[config.mk]
export PLATFORM = sky130hd
export DESIGN_NAME = tcw_addr_unit
export DESIGN_NICKNAME = d
export VERILOG_FILES = /design/src/rtl/tcw_pkg.sv /design/src/rtl/tcw_addr_unit.sv
export SDC_FILE = /design/constraint.sdc
export NUM_CORES = 1
export LEC_CHECK = 0
export BUFFER_PORTS_ARGS = -buffer_cell sky130_fd_sc_hd__buf_2
export CAP_MARGIN = 20
export CORE_AREA = 2 2 39 41
export DETAILED_ROUTE_END_ITERATION = 16
export DIE_AREA = 0 0 41 43
export PLACE_DENSITY_LB_ADDON = 0.08
export SYNTH_ARGS = -nofsm -noshare
export SYNTH_HDL_FRONTEND = slang
export SYNTH_SLANG_ARGS = --single-unit
export TNS_END_PERCENT = 20
[constraint.sdc]
create_clock -name vclk -period 5.4
set_clock_uncertainty 0.1 [all_clocks]
set_input_delay 0.81 -clock vclk [all_inputs]
set_output_delay 0.81 -clock vclk [all_outputs]
set_load 0.02 [all_outputs]
[src/rtl/tcw_pkg.sv]
// tcw_pkg: shared types, codes and constants of the text console cell writer
// no dependencies
`timescale 1ns / 1ps

package tcw_pkg;

   localparam int DEF_COLUMNS  = 80;
   localparam int DEF_ROWS     = 25;
   localparam int DEF_TAB_STOP = 4;

   localparam int ROW_W  = 5;
   localparam int COL_W  = 7;
   localparam int CHAR_W = 8;
   localparam int ATTR_W = 8;
   localparam int CELL_W = CHAR_W + ATTR_W;
   localparam int CSR_W  = 32;
   localparam int CSR_AW = 3;

   localparam logic [CHAR_W-1:0] CH_NEWLINE   = 8'd10;
   localparam logic [CHAR_W-1:0] CH_BACKSPACE = 8'd8;
   localparam logic [CHAR_W-1:0] CH_TAB       = 8'd9;
   localparam logic [CHAR_W-1:0] CH_SPACE     = 8'd32;
   localparam logic [ATTR_W-1:0] RESET_ATTR   = 8'h07;

   // register index taken from paddr[2]
   localparam logic REG_FILL_ATTR = 1'b0;

   typedef enum logic [1:0] {
      OP_PUT   = 2'd0,
      OP_SET   = 2'd1,
      OP_CLEAR = 2'd2,
      OP_READ  = 2'd3
   } op_type;

   typedef enum logic [3:0] {
      ST_INIT,
      ST_IDLE,
      ST_DISPATCH,
      ST_PLAIN,
      ST_SCROLL_RD,
      ST_SCROLL_WR,
      ST_SCROLL_FILL,
      ST_CLEAR_FILL,
      ST_FINISH
   } state_type;

endpackage

[src/rtl/tcw_addr_unit.sv]
// tcw_addr_unit: shared cell address unit, row * columns + column
// depends on tcw_pkg
`timescale 1ns / 1ps

module tcw_addr_unit
   import tcw_pkg::*;
#(
   parameter int COLUMNS = DEF_COLUMNS,
   parameter int ROWS    = DEF_ROWS
) (
   input  logic [ROW_W-1:0]                     row,
   input  logic [COL_W-1:0]                     col,
   output logic [$clog2(ROWS*COLUMNS)-1:0]      addr
);

   localparam int ADDR_W = $clog2(ROWS * COLUMNS);

   assign addr = ADDR_W'(row) * ADDR_W'(COLUMNS) + ADDR_W'(col);

endmodule

==> Flow_metrics.wiki <==
{| class="wikitable"
! Metric !! Value
|-
| Synthesis-to-finish area growth || 22.1%
|-
| Max-Cap Viols || 0
|-
| Overall Global Routing Usage || 6.60%
|-
| Area fraction of the dominant cell type after synthesis || 38.3%
|-
| Setup bufs post-CTS || 0
|-
| Initial core utilization || 21.2%
|-
| Final net count || 67
|-
| Met2 routing resource usage after global routing || 10.9%
|-
| Worst EP required || 4.49 ns
|-
| Count of unique library cells instantiated by Yosys || 10
|-
| Antenna violations before repair || 0
|-
| Critical path endpoint category || primary output
|-
| Placement Setup Slack || 1.76 ns
|-
| Count of synthesis-stage warnings from yosys || 0
|-
| Cell types with the highest counts after synthesis || sky130_fd_sc_hd__ha_1 (9), sky130_fd_sc_hd__buf_4 (4), sky130_fd_sc_hd__xnor2_1 (4)
|-
| DRC errors left || 0
|-
| Max-slew headroom at the worst pin || 83.8%
|-
| Global-route track usage on met1 || 9.21%
|-
| Placer Congestion || 0.707
|-
| Number of cells upsized or downsized after cts || 0
|-
| Violation count after the first detailed-route iteration || 0
|-
| Height of the die || 43 um
|-
| Maximum number of pins on one net before global-route repair || 5
|-
| Unrepaired setup endpoints after global routing || no
|-
| Via count of the first global-routing pass || 204
|-
| Overall routed net length || 608 um
|-
| Ant. Diodes || 0
|-
| Number of antenna-violating nets in the routed design || 0
|-
| Share of final-layout standard cells stronger than drive strength 1 || 35.7%
|-
| Power density over cell area || 176 mW/mm2
|-
| Overall via count from detail_route || 244
|-
| Boundary Pins || 23
|-
| Final period utilization || 67.2%
|-
| Fin Setup TNS || 0 ns
|-
| Aggregate global routing overflow || 0
|-
| Final Core Density || 25.9%
|-
| Setup CP Type || primary input to primary output
|-
| Most common cell in the netlist || sky130_fd_sc_hd__ha_1
|-
| Post-Syn Instances || 31
|-
| Number of clock buffer instances in the layout || 0
|-
| Least setup slack across all paths after layout || 1.77 ns
|-
| Core footprint || 0.00138 mm2
|-
| Portion of the post-synthesis area used by sequential elements || 0%
|-
| Count of endpoints failing hold in the final timing report || 0
|-
| Global-route wire length before repair || 869 um
|-
| Worst hold path type || primary input to primary output
|-
| WHS || 1.52 ns
|-
| Layout fillers || 150
|-
| Mapped Area || 294 um2
|-
| Number of flip-flops and latches || 0
|-
| VDD IR max || 83.9 uV
|-
| Final max-slew violation count || 0
|-
| Number of placement rows || 14
|-
| Final-report setup violation count || 0
|-
| Register cell area after layout || 0 um2
|-
| GRT busiest layer || met2
|-
| Die Outline Area || 0.00176 mm2
|-
| Avg Synthesized Cell Area || 9.48 um2
|-
| Average detailed-routed wire length per instance || 10.5 um
|-
| Final Power || 0.0000632 W
|-
| Maximum fanout count along the critical path || 3
|-
| Cell types occupying the most area after synthesis || sky130_fd_sc_hd__ha_1 (38%), sky130_fd_sc_hd__fa_1 (14%), sky130_fd_sc_hd__xnor2_1 (12%)
|-
| Quantity of I/O buffers inserted on ports || 15
|-
| Outcome || finished, final reports clean
|-
| Footprint of the multi-input gates || 264 um2
|-
| Post-synth top area cell || sky130_fd_sc_hd__ha_1
|-
| Worst slew pin tran || 0.243 ns
|-
| Leakage Power || 0.208 nW
|-
| Maximum clock frequency || 276 MHz
|-
| Die Span X || 41 um
|-
| Detailed-routing iteration count for the pre-antenna-repair pass || 1
|-
| Global routing usage on met3 || 1.05%
|-
| Critical path arrival || 2.72 ns
|-
| Crit start category || primary input
|-
| Clock period minus worst slack || 3.63 ns
|-
| Via/cell ratio || 4.21
|-
| Post-synthesis net count || 54
|-
| Hold buffer count at CTS || 0
|}
[routing by layer]
| metal | wire length [um] | vias up | share of wire (%) |
|---|---|---|---|
| met1 | 233 | 105 | 38 |
| met2 | 303 | 10 | 50 |
| met5 | 0 | - | 0 |
| li1 | - | 129 | - |
| met4 | 0 | 0 | 0 |
| met3 | 70 | 0 | 12 |
[cells by family after synthesis]
kind of cell,count (synthesis),share of synthesized area [%]
AND/OR/NAND/NOR,4,5.96
AO/OA/AOI/OAI,5,11.1
buffers and inverters,4,10.2
XOR/XNOR,7,20.9
adder cells (fa/ha/maj),11,51.9
[where the power goes]
group | switching [W] | leakage, nW | internal [W]
clock network | 0 | 0 | 0
registers | 0 | 0 | 0
logic | 0.0000373 | 0.208 | 0.0000259
total | 0.0000373 | 0.208 | 0.0000259
[through the flow]
stage / std cells / cell area [um2]
finish: 58 / 359
global placement: 58 / 359
CTS: 58 / 359
floorplan: 31 / 294
detailed placement: 58 / 359
global route: 58 / 359
[cells in the final DEF, fill, tap and decap left out]
cell type                 instances
sky130_fd_sc_hd__buf_2           15
sky130_fd_sc_hd__fa_1             2
sky130_fd_sc_hd__ha_1             9
sky130_fd_sc_hd__a21oi_1          2
sky130_fd_sc_hd__nor2_1           1
sky130_fd_sc_hd__nand4_1          1
sky130_fd_sc_hd__a21o_1           3
sky130_fd_sc_hd__xor2_1           3
sky130_fd_sc_hd__xnor2_1          4
sky130_fd_sc_hd__nand2_1          2
[worst max-delay path, stage by stage]
cell,delay (ns)
sky130_fd_sc_hd__buf_2,0.13
sky130_fd_sc_hd__ha_1,0.29
sky130_fd_sc_hd__ha_1,0.23
sky130_fd_sc_hd__fa_1,0.38
sky130_fd_sc_hd__xor2_1,0.24
sky130_fd_sc_hd__nand4_1,0.15
sky130_fd_sc_hd__xnor2_1,0.20
sky130_fd_sc_hd__xnor2_1,0.13
sky130_fd_sc_hd__buf_2,0.18
[worst paths after layout]
kind | from | end | slack (ns) | depth (start not counted)
max | row[1] | addr[10] | 1.77 | 9
min | col[1] | addr[1] | 1.52 | 0
[cell type report]
cell class         instances  area share (%)
well taps                 16            5.57
multi-input cells         27            73.5
repair buffers            15            20.9
No activity file was read; power rests on OpenSTA's default activity.
